## src/rtl/neighbor_interval_table_macros.svh

```systemverilog
// assertion macros for the neighbor interval table
// no dependencies; taken in by the files that carry assertions
`ifndef NEIGHBOR_INTERVAL_TABLE_MACROS_SVH
`define NEIGHBOR_INTERVAL_TABLE_MACROS_SVH

// same-cycle implication
`define NIT_ASSERT_NOW(label, clk, rst, ante, cons) \
   label: assert property (@(posedge clk) disable iff (rst) (ante) |-> (cons)) \
      else $error("neighbor interval table check failed");

// next-cycle implication
`define NIT_ASSERT_NEXT(label, clk, rst, ante, cons) \
   label: assert property (@(posedge clk) disable iff (rst) (ante) |=> (cons)) \
      else $error("neighbor interval table check failed");

`endif

```

## src/rtl/nit_pkg.sv

```systemverilog
// shared types and constants of the neighbor interval table
// no dependencies; imported by every module of the block
package nit_pkg;

   localparam int TABLE_ENTRIES = 16;
   localparam int IDX_W = (TABLE_ENTRIES > 1) ? $clog2(TABLE_ENTRIES) : 1;
   localparam int CNT_W = $clog2(TABLE_ENTRIES + 1);

   localparam int ID_W = 8;
   localparam int TIME_W = 32;
   localparam int WEIGHT_W = 7;
   localparam int STATUS_W = 2;
   localparam int COUNT_W = 9;
   localparam int CSR_IDX_W = 3;

   localparam int PERCENT = 100;
   localparam int SUM_W = TIME_W + WEIGHT_W;

   // divide by one hundred: quarter the sum, then multiply by ceil(2^42 / 25)
   localparam int PART_W = 19;
   localparam int PART_CNT_W = 2;
   localparam int QUO_W = SUM_W - 2;
   localparam int RECIP_W = 2 * PART_W;
   localparam int PROD_W = QUO_W + RECIP_W;
   localparam int RECIP_SHIFT = 42;
   localparam logic [RECIP_W-1:0] RECIP_MULT = 38'd175921860445;

   localparam logic [STATUS_W-1:0] ST_UPDATED = 2'd0;
   localparam logic [STATUS_W-1:0] ST_FULL = 2'd1;
   localparam logic [STATUS_W-1:0] ST_FLUSHED = 2'd2;

   localparam logic [CSR_IDX_W-1:0] CSR_BLEND_WEIGHT = 3'd0;
   localparam logic [CSR_IDX_W-1:0] CSR_INTERVAL_LIMIT = 3'd1;
   localparam logic [CSR_IDX_W-1:0] CSR_AGE_LIMIT = 3'd2;
   localparam logic [CSR_IDX_W-1:0] CSR_START_INTERVAL = 3'd3;

   localparam logic [WEIGHT_W-1:0] RST_BLEND_WEIGHT = 7'd20;
   localparam logic [TIME_W-1:0] RST_INTERVAL_LIMIT = 32'd120;
   localparam logic [TIME_W-1:0] RST_AGE_LIMIT = 32'd400;
   localparam logic [TIME_W-1:0] RST_START_INTERVAL = 32'd100;

   typedef struct packed {
      logic valid;
      logic [ID_W-1:0] id;
      logic [TIME_W-1:0] last_time;
      logic [TIME_W-1:0] average;
   } entry_type;

   typedef struct packed {
      logic start;
      logic [WEIGHT_W-1:0] weight;
      logic [TIME_W-1:0] average;
      logic [TIME_W-1:0] delta;
   } blend_req_type;

   typedef struct packed {
      logic done;
      logic [TIME_W-1:0] result;
   } blend_rsp_type;

endpackage

```

## src/rtl/nit_cell.sv

```systemverilog
// one table entry of the rotating entry chain
// depends on nit_pkg
module nit_cell
   import nit_pkg::*;
(
   input  logic      clock,
   input  logic      reset,
   input  logic      shift,
   input  entry_type from_next,
   output entry_type to_prev
);

   logic valid_ff, valid_in;
   logic [ID_W-1:0] id_ff, id_in;
   logic [TIME_W-1:0] last_ff, last_in;
   logic [TIME_W-1:0] avg_ff, avg_in;

   always_comb begin
      valid_in = valid_ff;
      id_in = id_ff;
      last_in = last_ff;
      avg_in = avg_ff;
      if (shift) begin
         valid_in = from_next.valid;
         id_in = from_next.id;
         last_in = from_next.last_time;
         avg_in = from_next.average;
      end
   end

   always_ff @(posedge clock) begin
      if (reset) begin
         valid_ff <= 1'b0;
      end else begin
         valid_ff <= valid_in;
      end
   end

   always_ff @(posedge clock) begin
      id_ff <= id_in;
      last_ff <= last_in;
      avg_ff <= avg_in;
   end

   assign to_prev = '{valid: valid_ff, id: id_ff, last_time: last_ff, average: avg_ff};

endmodule

```

## src/rtl/nit_blend.sv

```systemverilog
// interval blend unit: two weighted products, then a divide by one hundred done as a
// reciprocal multiply over four partial products; depends on nit_pkg
module nit_blend
   import nit_pkg::*;
(
   input  logic          clock,
   input  logic          reset,
   input  blend_req_type req,
   output blend_rsp_type rsp
);

   typedef enum logic [3:0] {
      B_IDLE  = 4'b0001,
      B_MUL_A = 4'b0010,
      B_MUL_B = 4'b0100,
      B_RECIP = 4'b1000
   } bstate_type;

   bstate_type state_ff, state_in;
   logic [WEIGHT_W-1:0] w_ff, w_in;
   logic [TIME_W-1:0] avg_ff, avg_in;
   logic [TIME_W-1:0] delta_ff, delta_in;
   logic [SUM_W-1:0] acc_ff, acc_in;
   logic [PROD_W-1:0] prod_ff, prod_in;
   logic [PART_CNT_W-1:0] part_ff, part_in;
   logic done_ff, done_in;

   logic [WEIGHT_W-1:0] compl_w;
   logic [QUO_W-1:0] quarter;
   logic [PART_W-1:0] part_x;
   logic [PART_W-1:0] part_m;
   logic [RECIP_W-1:0] part_p;
   logic [PROD_W-1:0] part_sh;

   always_comb begin
      compl_w = WEIGHT_W'(PERCENT) - w_ff;
      quarter = acc_ff[SUM_W-1:2];
      part_x = part_ff[1] ? PART_W'(quarter[QUO_W-1:PART_W]) : quarter[PART_W-1:0];
      part_m = part_ff[0] ? RECIP_MULT[RECIP_W-1:PART_W] : RECIP_MULT[PART_W-1:0];
      part_p = RECIP_W'(part_x) * RECIP_W'(part_m);
      part_sh = PROD_W'(part_p);
      if (part_ff[0]) begin
         part_sh = part_sh << PART_W;
      end
      if (part_ff[1]) begin
         part_sh = part_sh << PART_W;
      end
   end

   always_comb begin
      state_in = state_ff;
      w_in = w_ff;
      avg_in = avg_ff;
      delta_in = delta_ff;
      acc_in = acc_ff;
      prod_in = prod_ff;
      part_in = part_ff;
      done_in = 1'b0;
      case (state_ff)
         B_IDLE: begin
            if (req.start) begin
               w_in = (req.weight > WEIGHT_W'(PERCENT)) ? WEIGHT_W'(PERCENT) : req.weight;
               avg_in = req.average;
               delta_in = req.delta;
               state_in = B_MUL_A;
            end
         end
         B_MUL_A: begin
            acc_in = SUM_W'(compl_w) * SUM_W'(avg_ff);
            state_in = B_MUL_B;
         end
         B_MUL_B: begin
            acc_in = acc_ff + SUM_W'(w_ff) * SUM_W'(delta_ff);
            prod_in = '0;
            part_in = '0;
            state_in = B_RECIP;
         end
         B_RECIP: begin
            prod_in = prod_ff + part_sh;
            part_in = part_ff + PART_CNT_W'(1);
            if (part_ff == '1) begin
               done_in = 1'b1;
               state_in = B_IDLE;
            end
         end
         default: begin
            state_in = B_IDLE;
         end
      endcase
   end

   always_ff @(posedge clock) begin
      if (reset) begin
         state_ff <= B_IDLE;
         done_ff <= 1'b0;
      end else begin
         state_ff <= state_in;
         done_ff <= done_in;
      end
   end

   always_ff @(posedge clock) begin
      w_ff <= w_in;
      avg_ff <= avg_in;
      delta_ff <= delta_in;
      acc_ff <= acc_in;
      prod_ff <= prod_in;
      part_ff <= part_in;
   end

   assign rsp = '{done: done_ff, result: prod_ff[RECIP_SHIFT +: TIME_W]};

endmodule

```

## src/rtl/neighbor_interval_table.sv

```systemverilog
// Neighbor interval table, top level; uses nit_pkg, nit_cell, nit_blend and the macro header.
// The entries sit in a ring of TABLE_ENTRIES cells that rotates one place per cycle, while a
// sweep runs, past a single head checker, so every command is one or two sweeps of the ring.
// busy stays high for one sweep after an accepted flush or a table-full answer, two sweeps
// after an update that adds a new neighbor, and two sweeps plus the blend unit's work after an
// update of a known neighbor, the blend being two weighted products and a four-step reciprocal
// multiply for the divide by one hundred. rsp_strobe rises in the first cycle with busy low
// and a new start is taken at the end of that cycle. rsp_strobe lasts one cycle and cannot be
// held off, so the receiver must take it then. Configuration writes are taken at any time
// but belong between commands; csr_ready is always high and unknown indexes are dropped.
`include "neighbor_interval_table_macros.svh"

module neighbor_interval_table
   import nit_pkg::*;
(
   input  logic                 clock,
   input  logic                 reset,
   input  logic                 start,
   output logic                 busy,
   input  logic                 req_mode,
   input  logic [ID_W-1:0]      req_neighbor_id,
   input  logic [TIME_W-1:0]    req_time_value,
   output logic                 rsp_strobe,
   output logic [STATUS_W-1:0]  rsp_status,
   output logic [COUNT_W-1:0]   rsp_removed_count,
   output logic [TIME_W-1:0]    rsp_mean_interval,
   input  logic                 csr_valid,
   output logic                 csr_ready,
   input  logic [CSR_IDX_W-1:0] csr_index,
   input  logic [TIME_W-1:0]    csr_wdata
);

   typedef enum logic [4:0] {
      S_IDLE  = 5'b00001,
      S_SCAN  = 5'b00010,
      S_BLEND = 5'b00100,
      S_APPLY = 5'b01000,
      S_FLUSH = 5'b10000
   } state_type;

   state_type state_ff, state_in;
   logic [IDX_W-1:0] step_ff, step_in;
   logic [ID_W-1:0] id_ff, id_in;
   logic [TIME_W-1:0] time_ff, time_in;
   logic hit_ff, hit_in;
   logic free_ff, free_in;
   logic [IDX_W-1:0] hit_idx_ff, hit_idx_in;
   logic [IDX_W-1:0] free_idx_ff, free_idx_in;
   logic [IDX_W-1:0] target_ff, target_in;
   logic [TIME_W-1:0] cap_avg_ff, cap_avg_in;
   logic [TIME_W-1:0] cap_last_ff, cap_last_in;
   logic [TIME_W-1:0] new_avg_ff, new_avg_in;
   logic [CNT_W-1:0] count_ff, count_in;
   logic blend_start_ff, blend_start_in;

   logic rsp_strobe_ff, rsp_strobe_in;
   logic [STATUS_W-1:0] rsp_status_ff, rsp_status_in;
   logic [COUNT_W-1:0] rsp_count_ff, rsp_count_in;
   logic [TIME_W-1:0] rsp_avg_ff, rsp_avg_in;

   logic [WEIGHT_W-1:0] blend_weight_ff, blend_weight_in;
   logic [TIME_W-1:0] interval_limit_ff, interval_limit_in;
   logic [TIME_W-1:0] age_limit_ff, age_limit_in;
   logic [TIME_W-1:0] start_interval_ff, start_interval_in;

   entry_type cell_q [TABLE_ENTRIES];
   entry_type head;
   entry_type head_mod;
   logic shift;
   logic last_step;
   logic hit_now;
   logic free_now;
   logic stale_now;
   logic [TIME_W-1:0] expire_time;

   blend_req_type blend_req;
   blend_rsp_type blend_rsp;

   // entry ring
   for (genvar k = 0; k < TABLE_ENTRIES; k++) begin : g_cell
      if (k == TABLE_ENTRIES - 1) begin : g_tail
         nit_cell u_cell (
            .clock     (clock),
            .reset     (reset),
            .shift     (shift),
            .from_next (head_mod),
            .to_prev   (cell_q[k])
         );
      end else begin : g_body
         nit_cell u_cell (
            .clock     (clock),
            .reset     (reset),
            .shift     (shift),
            .from_next (cell_q[k+1]),
            .to_prev   (cell_q[k])
         );
      end
   end

   assign blend_req = '{start: blend_start_ff, weight: blend_weight_ff,
                        average: cap_avg_ff, delta: time_ff - cap_last_ff};

   nit_blend u_blend (
      .clock (clock),
      .reset (reset),
      .req   (blend_req),
      .rsp   (blend_rsp)
   );

   // head checks
   always_comb begin
      head = cell_q[0];
      last_step = (step_ff == IDX_W'(TABLE_ENTRIES - 1));
      hit_now = head.valid && (head.id == id_ff) && !hit_ff;
      free_now = !head.valid && !free_ff;
      expire_time = head.last_time + age_limit_ff;
      stale_now = head.valid && ((head.average > interval_limit_ff) || (expire_time < time_ff));
   end

   always_comb begin
      state_in = state_ff;
      step_in = step_ff;
      id_in = id_ff;
      time_in = time_ff;
      hit_in = hit_ff;
      free_in = free_ff;
      hit_idx_in = hit_idx_ff;
      free_idx_in = free_idx_ff;
      target_in = target_ff;
      cap_avg_in = cap_avg_ff;
      cap_last_in = cap_last_ff;
      new_avg_in = new_avg_ff;
      count_in = count_ff;
      blend_start_in = 1'b0;
      rsp_strobe_in = 1'b0;
      rsp_status_in = rsp_status_ff;
      rsp_count_in = rsp_count_ff;
      rsp_avg_in = rsp_avg_ff;
      shift = 1'b0;
      head_mod = head;

      case (state_ff)
         S_IDLE: begin
            if (start) begin
               id_in = req_neighbor_id;
               time_in = req_time_value;
               step_in = '0;
               hit_in = 1'b0;
               free_in = 1'b0;
               count_in = '0;
               state_in = req_mode ? S_FLUSH : S_SCAN;
            end
         end
         S_SCAN: begin
            shift = 1'b1;
            step_in = step_ff + IDX_W'(1);
            if (hit_now) begin
               hit_in = 1'b1;
               hit_idx_in = step_ff;
               cap_avg_in = head.average;
               cap_last_in = head.last_time;
            end
            if (free_now) begin
               free_in = 1'b1;
               free_idx_in = step_ff;
            end
            if (last_step) begin
               step_in = '0;
               if (hit_ff || hit_now) begin
                  target_in = hit_now ? step_ff : hit_idx_ff;
                  blend_start_in = 1'b1;
                  state_in = S_BLEND;
               end else if (free_ff || free_now) begin
                  target_in = free_now ? step_ff : free_idx_ff;
                  new_avg_in = start_interval_ff;
                  state_in = S_APPLY;
               end else begin
                  rsp_strobe_in = 1'b1;
                  rsp_status_in = ST_FULL;
                  rsp_count_in = '0;
                  rsp_avg_in = '0;
                  state_in = S_IDLE;
               end
            end
         end
         S_BLEND: begin
            if (blend_rsp.done) begin
               new_avg_in = blend_rsp.result;
               state_in = S_APPLY;
            end
         end
         S_APPLY: begin
            shift = 1'b1;
            step_in = step_ff + IDX_W'(1);
            if (step_ff == target_ff) begin
               head_mod = '{valid: 1'b1, id: id_ff, last_time: time_ff, average: new_avg_ff};
            end
            if (last_step) begin
               step_in = '0;
               rsp_strobe_in = 1'b1;
               rsp_status_in = ST_UPDATED;
               rsp_count_in = '0;
               rsp_avg_in = new_avg_ff;
               state_in = S_IDLE;
            end
         end
         S_FLUSH: begin
            shift = 1'b1;
            step_in = step_ff + IDX_W'(1);
            if (stale_now) begin
               head_mod.valid = 1'b0;
               count_in = count_ff + CNT_W'(1);
            end
            if (last_step) begin
               step_in = '0;
               rsp_strobe_in = 1'b1;
               rsp_status_in = ST_FLUSHED;
               rsp_count_in = COUNT_W'(count_in);
               rsp_avg_in = '0;
               state_in = S_IDLE;
            end
         end
         default: begin
            state_in = S_IDLE;
         end
      endcase
   end

   // control and status registers
   always_comb begin
      blend_weight_in = blend_weight_ff;
      interval_limit_in = interval_limit_ff;
      age_limit_in = age_limit_ff;
      start_interval_in = start_interval_ff;
      if (csr_valid && csr_ready) begin
         case (csr_index)
            CSR_BLEND_WEIGHT:   blend_weight_in = csr_wdata[WEIGHT_W-1:0];
            CSR_INTERVAL_LIMIT: interval_limit_in = csr_wdata;
            CSR_AGE_LIMIT:      age_limit_in = csr_wdata;
            CSR_START_INTERVAL: start_interval_in = csr_wdata;
            default: begin
            end
         endcase
      end
   end

   always_ff @(posedge clock) begin
      if (reset) begin
         state_ff <= S_IDLE;
         step_ff <= '0;
         blend_start_ff <= 1'b0;
         rsp_strobe_ff <= 1'b0;
         blend_weight_ff <= RST_BLEND_WEIGHT;
         interval_limit_ff <= RST_INTERVAL_LIMIT;
         age_limit_ff <= RST_AGE_LIMIT;
         start_interval_ff <= RST_START_INTERVAL;
      end else begin
         state_ff <= state_in;
         step_ff <= step_in;
         blend_start_ff <= blend_start_in;
         rsp_strobe_ff <= rsp_strobe_in;
         blend_weight_ff <= blend_weight_in;
         interval_limit_ff <= interval_limit_in;
         age_limit_ff <= age_limit_in;
         start_interval_ff <= start_interval_in;
      end
   end

   always_ff @(posedge clock) begin
      id_ff <= id_in;
      time_ff <= time_in;
      hit_ff <= hit_in;
      free_ff <= free_in;
      hit_idx_ff <= hit_idx_in;
      free_idx_ff <= free_idx_in;
      target_ff <= target_in;
      cap_avg_ff <= cap_avg_in;
      cap_last_ff <= cap_last_in;
      new_avg_ff <= new_avg_in;
      count_ff <= count_in;
      rsp_status_ff <= rsp_status_in;
      rsp_count_ff <= rsp_count_in;
      rsp_avg_ff <= rsp_avg_in;
   end

   assign busy = (state_ff != S_IDLE);
   assign csr_ready = 1'b1;
   assign rsp_strobe = rsp_strobe_ff;
   assign rsp_status = rsp_status_ff;
   assign rsp_removed_count = rsp_count_ff;
   assign rsp_mean_interval = rsp_avg_ff;

   `NIT_ASSERT_NEXT(a_start_busy, clock, reset, start && !busy, busy)
   `NIT_ASSERT_NOW(a_rsp_idle, clock, reset, rsp_strobe, !busy)
   `NIT_ASSERT_NOW(a_rsp_count, clock, reset, rsp_strobe,
                   (rsp_status == ST_FLUSHED) || (rsp_removed_count == '0))
   `NIT_ASSERT_NOW(a_flush_bound, clock, reset, rsp_strobe && (rsp_status == ST_FLUSHED),
                   rsp_removed_count <= COUNT_W'(TABLE_ENTRIES))

endmodule

```

## config.mk

```make
export PLATFORM = sky130hd
export DESIGN_NAME = neighbor_interval_table
export DESIGN_NICKNAME = d
export VERILOG_FILES = /design/src/rtl/nit_pkg.sv /design/src/rtl/nit_cell.sv /design/src/rtl/nit_blend.sv /design/src/rtl/neighbor_interval_table.sv
export VERILOG_INCLUDE_DIRS = /design/src /design/src/rtl
export SDC_FILE = /design/constraint.sdc
export NUM_CORES = 2
export LEC_CHECK = 0
export ABC_AREA = 1
export BUFFER_PORTS_ARGS = -buffer_cell sky130_fd_sc_hd__clkbuf_2
export CAP_MARGIN = 10
export CORE_MARGIN = 2
export CORE_UTILIZATION = 46
export DETAILED_ROUTE_END_ITERATION = 10
export SYNTH_ARGS = -nofsm -noshare
export SYNTH_HDL_FRONTEND = slang
export SYNTH_HIERARCHICAL = 1
export SYNTH_SLANG_ARGS = --single-unit
```

## constraint.sdc

```tcl
create_clock -name clock -period 29.6 [get_ports clock]
set_input_delay 8.88 -clock clock [delete_from_list [all_inputs] [get_ports clock]]
set_output_delay 8.88 -clock clock [all_outputs]
set_load 0.01 [all_outputs]
```

---- Yosys cells after proc, flatten, opt, wreduce, memory -nomap -nowiden ----
Cells that the tools add are included.
storage, ports and cells
  bits of input ports ..................... 80
  flip-flop bits (word level) ............. 1672
  output and inout port bits .............. 46
  word-level logic and storage cells ...... 248
operators by class
  order comparisons ....................... 3
  muxes and demuxes ....................... 68
  multiply operators ...................... 3
  eq/ne operators ......................... 30
  reductions and logical operators ........ 39
  add/subtract/negate cells ............... 8
  bitwise logic cells ..................... 3
operators with widths
  cell                  number
  $mux W32              9
  $pmux W75 S2          1
  $pmux W32 S3          1
  $mul A7 B32 Y39       2
  $pmux W39 S2          1
  $add A75 B75 Y75      1
  $mux W75              1
  $mux W73              1
  $mux W72              1
  $pmux W32 S2          1
  $mux W57              1
  $mux W9               5
  $mux W4               10
  $add A39 B39 Y39      1
  $mul A19 B19 Y38      1
  $mux W19              2
  $mux W5               7
  $add A32 B32 Y32      1
  $gt A32 B32 Y1        1
  $lt A32 B32 Y1        1
  $sub A32 B32 Y32      1
  $pmux W9 S3           1
  $ne A2 B2 Y1 const B  10
  $pmux W5 S4           1
  other kinds (43)      92

---- Depth between registers and ports, before layout ----
  depth in word-level cells ............... 7
  gate-level depth with buffers ........... 47
  depth with buffers taken out ............ 47

---- Modules after synthesis ----
Netlist, hierarchy kept.
by module, submodules not included
  module                   times used  cells an instance  seq. area each (µm²)  area an instance (µm²)
  nit_blend                1           5059               5685.5                37841.3
  nit_cell                 16          80                 2182.1                2214.6
  neighbor_interval_table  1           1986               8107.8                16923.7

---- Least setup slack after synthesis ----
OpenSTA, ideal clock, no wires.
  kind .................................... register to register
  start ................................... reg, netlist name state_ff[3]
  end ..................................... reg rsp_avg_ff[0] (netlist: rsp_mean_interval[0]) (enable)
  stages on the path, launching flop included .. 8
  period minus slack after synthesis ...... 17.457 ns
  path buffers ............................ 0
  arrival ................................. 17.022 ns
  library setup time ...................... 0.435 ns
  setup slack ............................. 12.143 ns
  data required time ...................... 29.165 ns
  path through ............................ dfxtp_1 -> nor2_2 -> nand3_2 -> inv_2 -> nor2_4 -> nand2_2 -> nand2_1 -> nor2_1
RTL lines
  what                    RTL line                        RTL
  end signal: assignment  neighbor_interval_table.sv:283  rsp_avg_ff <= rsp_avg_in;
  end: declaration        neighbor_interval_table.sv:59   logic [TIME_W-1:0] rsp_avg_ff, rsp_avg_in;

==> out/metrics.yaml <==
logic_synthesis:
  synthTopCellsByArea: "edfxtp_1 51%, fa_1 12%, ha_1 6.9%"
  yosysSeqAreaShare_pct: 54.0
  async_flop_share_pct: 0
  synth_edf_count: 1532
  synth_top_area_share_pct: 51.0
  synth_compound_area_share_pct: 7.04
  syn_avg_cell_area_um2: 10.8
  synth_xor_xnor_area_share_pct: 1.07
  synth_ff_type: "edfxtp_1"
  yosysWarnings: 6
  synth_top_family_by_area: "adder cells"
  yosys.area.top_type: "edfxtp_1"
  synth-seq-cells: 1667
  syn_inst: 8325
  synth-simple-area-share_pct: 12.2
  synth_area_mm2: 0.0902
  ys_types: 59
  muxShareOfSynthArea_pct: 0.0375
  synthAdderAreaFrac_pct: 18.6
grt:
  grtUsageMet1_pct: 34.2
  busiest_layer: "met2"
  overflow: 0
  grt_pass1_vias: 58004
  met2_usage_pct: 39.3
  antenna_found_initial: 4
  grt_pass1_wl_mm: 363
  use_met3_pct: 3.50
  grt_max_degree: 188
  grt_use_total_pct: 24.6
detailed_routing:
  wirelength_mm: 243
  drcViolationCount: 0
  vias_per_cell: 5.18
  num_vias: 58151
  post_drt_wl_per_cell_um: 21.6
  dr.pass1.iters: 7
  drtAntennaViolNets: 0
  dr.first_iter.drc_count: 5433
power_and_ir_drop:
  p_leak_nw: 41.7
  power_density_mw_per_mm2: 57.8
  peakVddDrop_mv: 0.0620
floorplan:
  die_y_um: 447
  initial_core_util_pct: 46.3
  core_mm2: 0.195
  num_io_pins: 126
  dieArea_mm2: 0.200
  dieWidth_um: 447
  rows: 162
status:
  status: "finished clean"
place:
  placed_cells: 10908
  place_hpwl_mm: 190
  io_buffers: 120
  place.gp.congestion: 1.01
  postPlaceCellArea_mm2: 0.0935
timing:
  setup-violations-final: 0
  worstMarginPinSlew_ns: 1.15
  period_needed_ns: 10.72
  layout_worst_path_cycle_share_pct: 36.2
  hold_violations: 0
  fin_skew_ns: 0.0638
  rsz0062_at_grt: "false"
  fmax_ghz: 0.0933
  relSlewSlack_pct: 23.5
  slew_violations: 0
  tns_ns: 0
layout:
  final_cell_area_mm2: 0.0994
  fin_util_pct: 51.0
  ff_latch_area_mm2: 0.0487
  fill_cells: 17450
  final_cells: 11233
  multi_input_area_mm2: 0.0353
  syn2layout_area_growth_pct: 10.2
  nets: 9565
  drive_gt1_share_pct: 6.18
critical_path:
  crit_fanout: 4
  cp-start-kind: "register"
  worstPathRequired_ns: 20.72
  path_class: "reg -> out"
  arrival_ns: 1.84
  end_kind: "primary output"
flow_run:
  drv_cap: 0
hold_path:
  min_path_type: "reg -> reg"
clock_tree:
  numCtsBuffers: 173
  postCtsSetupBuffers: 0
  cts.root.buffer_cell: "clkbuf_16"
  clk_pin_slew_ns: 0.06
  clock_latency_ns: 0.82
  cts.path.max_buffers: 3
  htree_levels: 4
  cts_tree: "yes"
  cts_sinks: 1667
  cts_resized: 0
  hold_buffers: 0
[where the power goes]
| group | internal, W | leakage, nW | switching, W |
|---|---|---|---|
| Clock | 0.00127 | 2.84 | 0.000939 |
| Sequential | 0.00290 | 15.0 | 0.000102 |
| Combinational | 0.000135 | 23.9 | 0.000408 |
[registers in the layout, summed over array words and instances (netlist names), 39 cells and up]
register,cells
g_cell.g_body.u_cell/avg_ff,480
g_cell.g_body.u_cell/last_ff,480
g_cell.g_body.u_cell/id_ff,120
u_blend/prod_ff,74
u_blend/acc_ff,39
[cell type report]
| cell class | count | area share (%) |
|---|---|---|
| Clock inverter | 117 | 1.39 |
| Sequential cell | 1667 | 49.0 |
| Tap cell | 2624 | 3.30 |
| Multi-Input combinational cell | 5038 | 35.5 |
| Antenna cell | 6 | 0.0151 |
| Inverter | 1417 | 5.35 |
| Clock buffer | 202 | 4.52 |
| Timing Repair Buffer | 162 | 0.934 |
[cells in the mapped netlist (8+ instances only)]
cell	instances
buf_2	26
a21oi_1	506
nand3b_1	26
a31oi_1	16
o211ai_1	9
o21ai_2	12
nand2_1	1594
o21ai_0	426
clkbuf_1	120
o21a_1	35
inv_1	1402
a21o_1	25
edfxtp_1	1532
o21ai_1	79
nor2_1	712
nor4_1	12
ha_1	497
or2_2	12
fa_1	529
o22ai_1	15
nand2_2	22
nor3_1	59
buf_4	55
inv_2	13
xor2_1	59
buf_1	8
nor2_2	25
o21bai_1	27
nand4_1	31
a21boi_0	15
dfxtp_1	135
nand3_1	175
xnor2_1	51
[worst paths after layout]
| check | cells after the start | slack (ns) | end | from |
|---|---|---|---|---|
| setup / recovery | 5 | 18.88 | busy | state_ff[3] |
| hold / removal | 0 | 0.38 | g_cell[14].g_body.u_cell/avg_ff[1] | g_cell[15].g_tail.u_cell/avg_ff[1] |
| setup reg to reg | 36 | 20.24 | u_blend/prod_ff[66] | u_blend/part_ff[1] |
| hold reg to reg | 0 | 0.38 | g_cell[14].g_body.u_cell/avg_ff[1] | g_cell[15].g_tail.u_cell/avg_ff[1] |
[worst max-delay path: stages, from the launching register on]
cell and delay [ns]:
dfxtp_1 0.34, nor2_2 0.17, inv_1 0.07, nor4_2 0.21, inv_2 0.12, clkbuf_2 0.15
[placed cells by master (no fill, tap or decap), types with 59 or more instances in the layout]
cell type	Yosys	routed
fa_1	529	529
inv_1	1402	1402
clkbuf_16	0	174
o21ai_0	426	426
clkbuf_2	0	120
a21oi_1	506	505
xor2_1	59	59
edfxtp_1	1532	1532
nor2_1	712	708
dfxtp_1	135	135
o21ai_1	79	79
ha_1	497	497
nand3_1	175	175
nand2_1	1594	1593
[through the flow]
stage	hold slack [ns]	power, W	setup WS, ns
2_1_floorplan	0.400	0.00357	12.14
3_3_place_gp	0.400	0.00358	18.96
3_5_place_dp	0.405	0.00359	18.88
4_1_cts	0.375	0.00581	18.78
5_1_grt	0.375	0.00598	18.67
6_report	0.380	0.00575	18.88
[kinds of logic after synthesis]
| family | count (synthesis) |
|---|---|
| AND/OR/NAND/NOR | 2705 |
| flip-flops | 1667 |
| buffers and inverters | 1626 |
| AO/OA/AOI/OAI | 1184 |
| adder cells (fa/ha/maj) | 1026 |
| XOR/XNOR | 110 |
| other | 4 |
| multiplexers | 3 |
[per-layer routing]
metal	vias up	part of all wire [%]
met4	0	3.7
met5	-	0
met3	345	5.3
li1	27610	-
met1	28579	44
met2	1617	47
(Power assumes the default switching activity.)
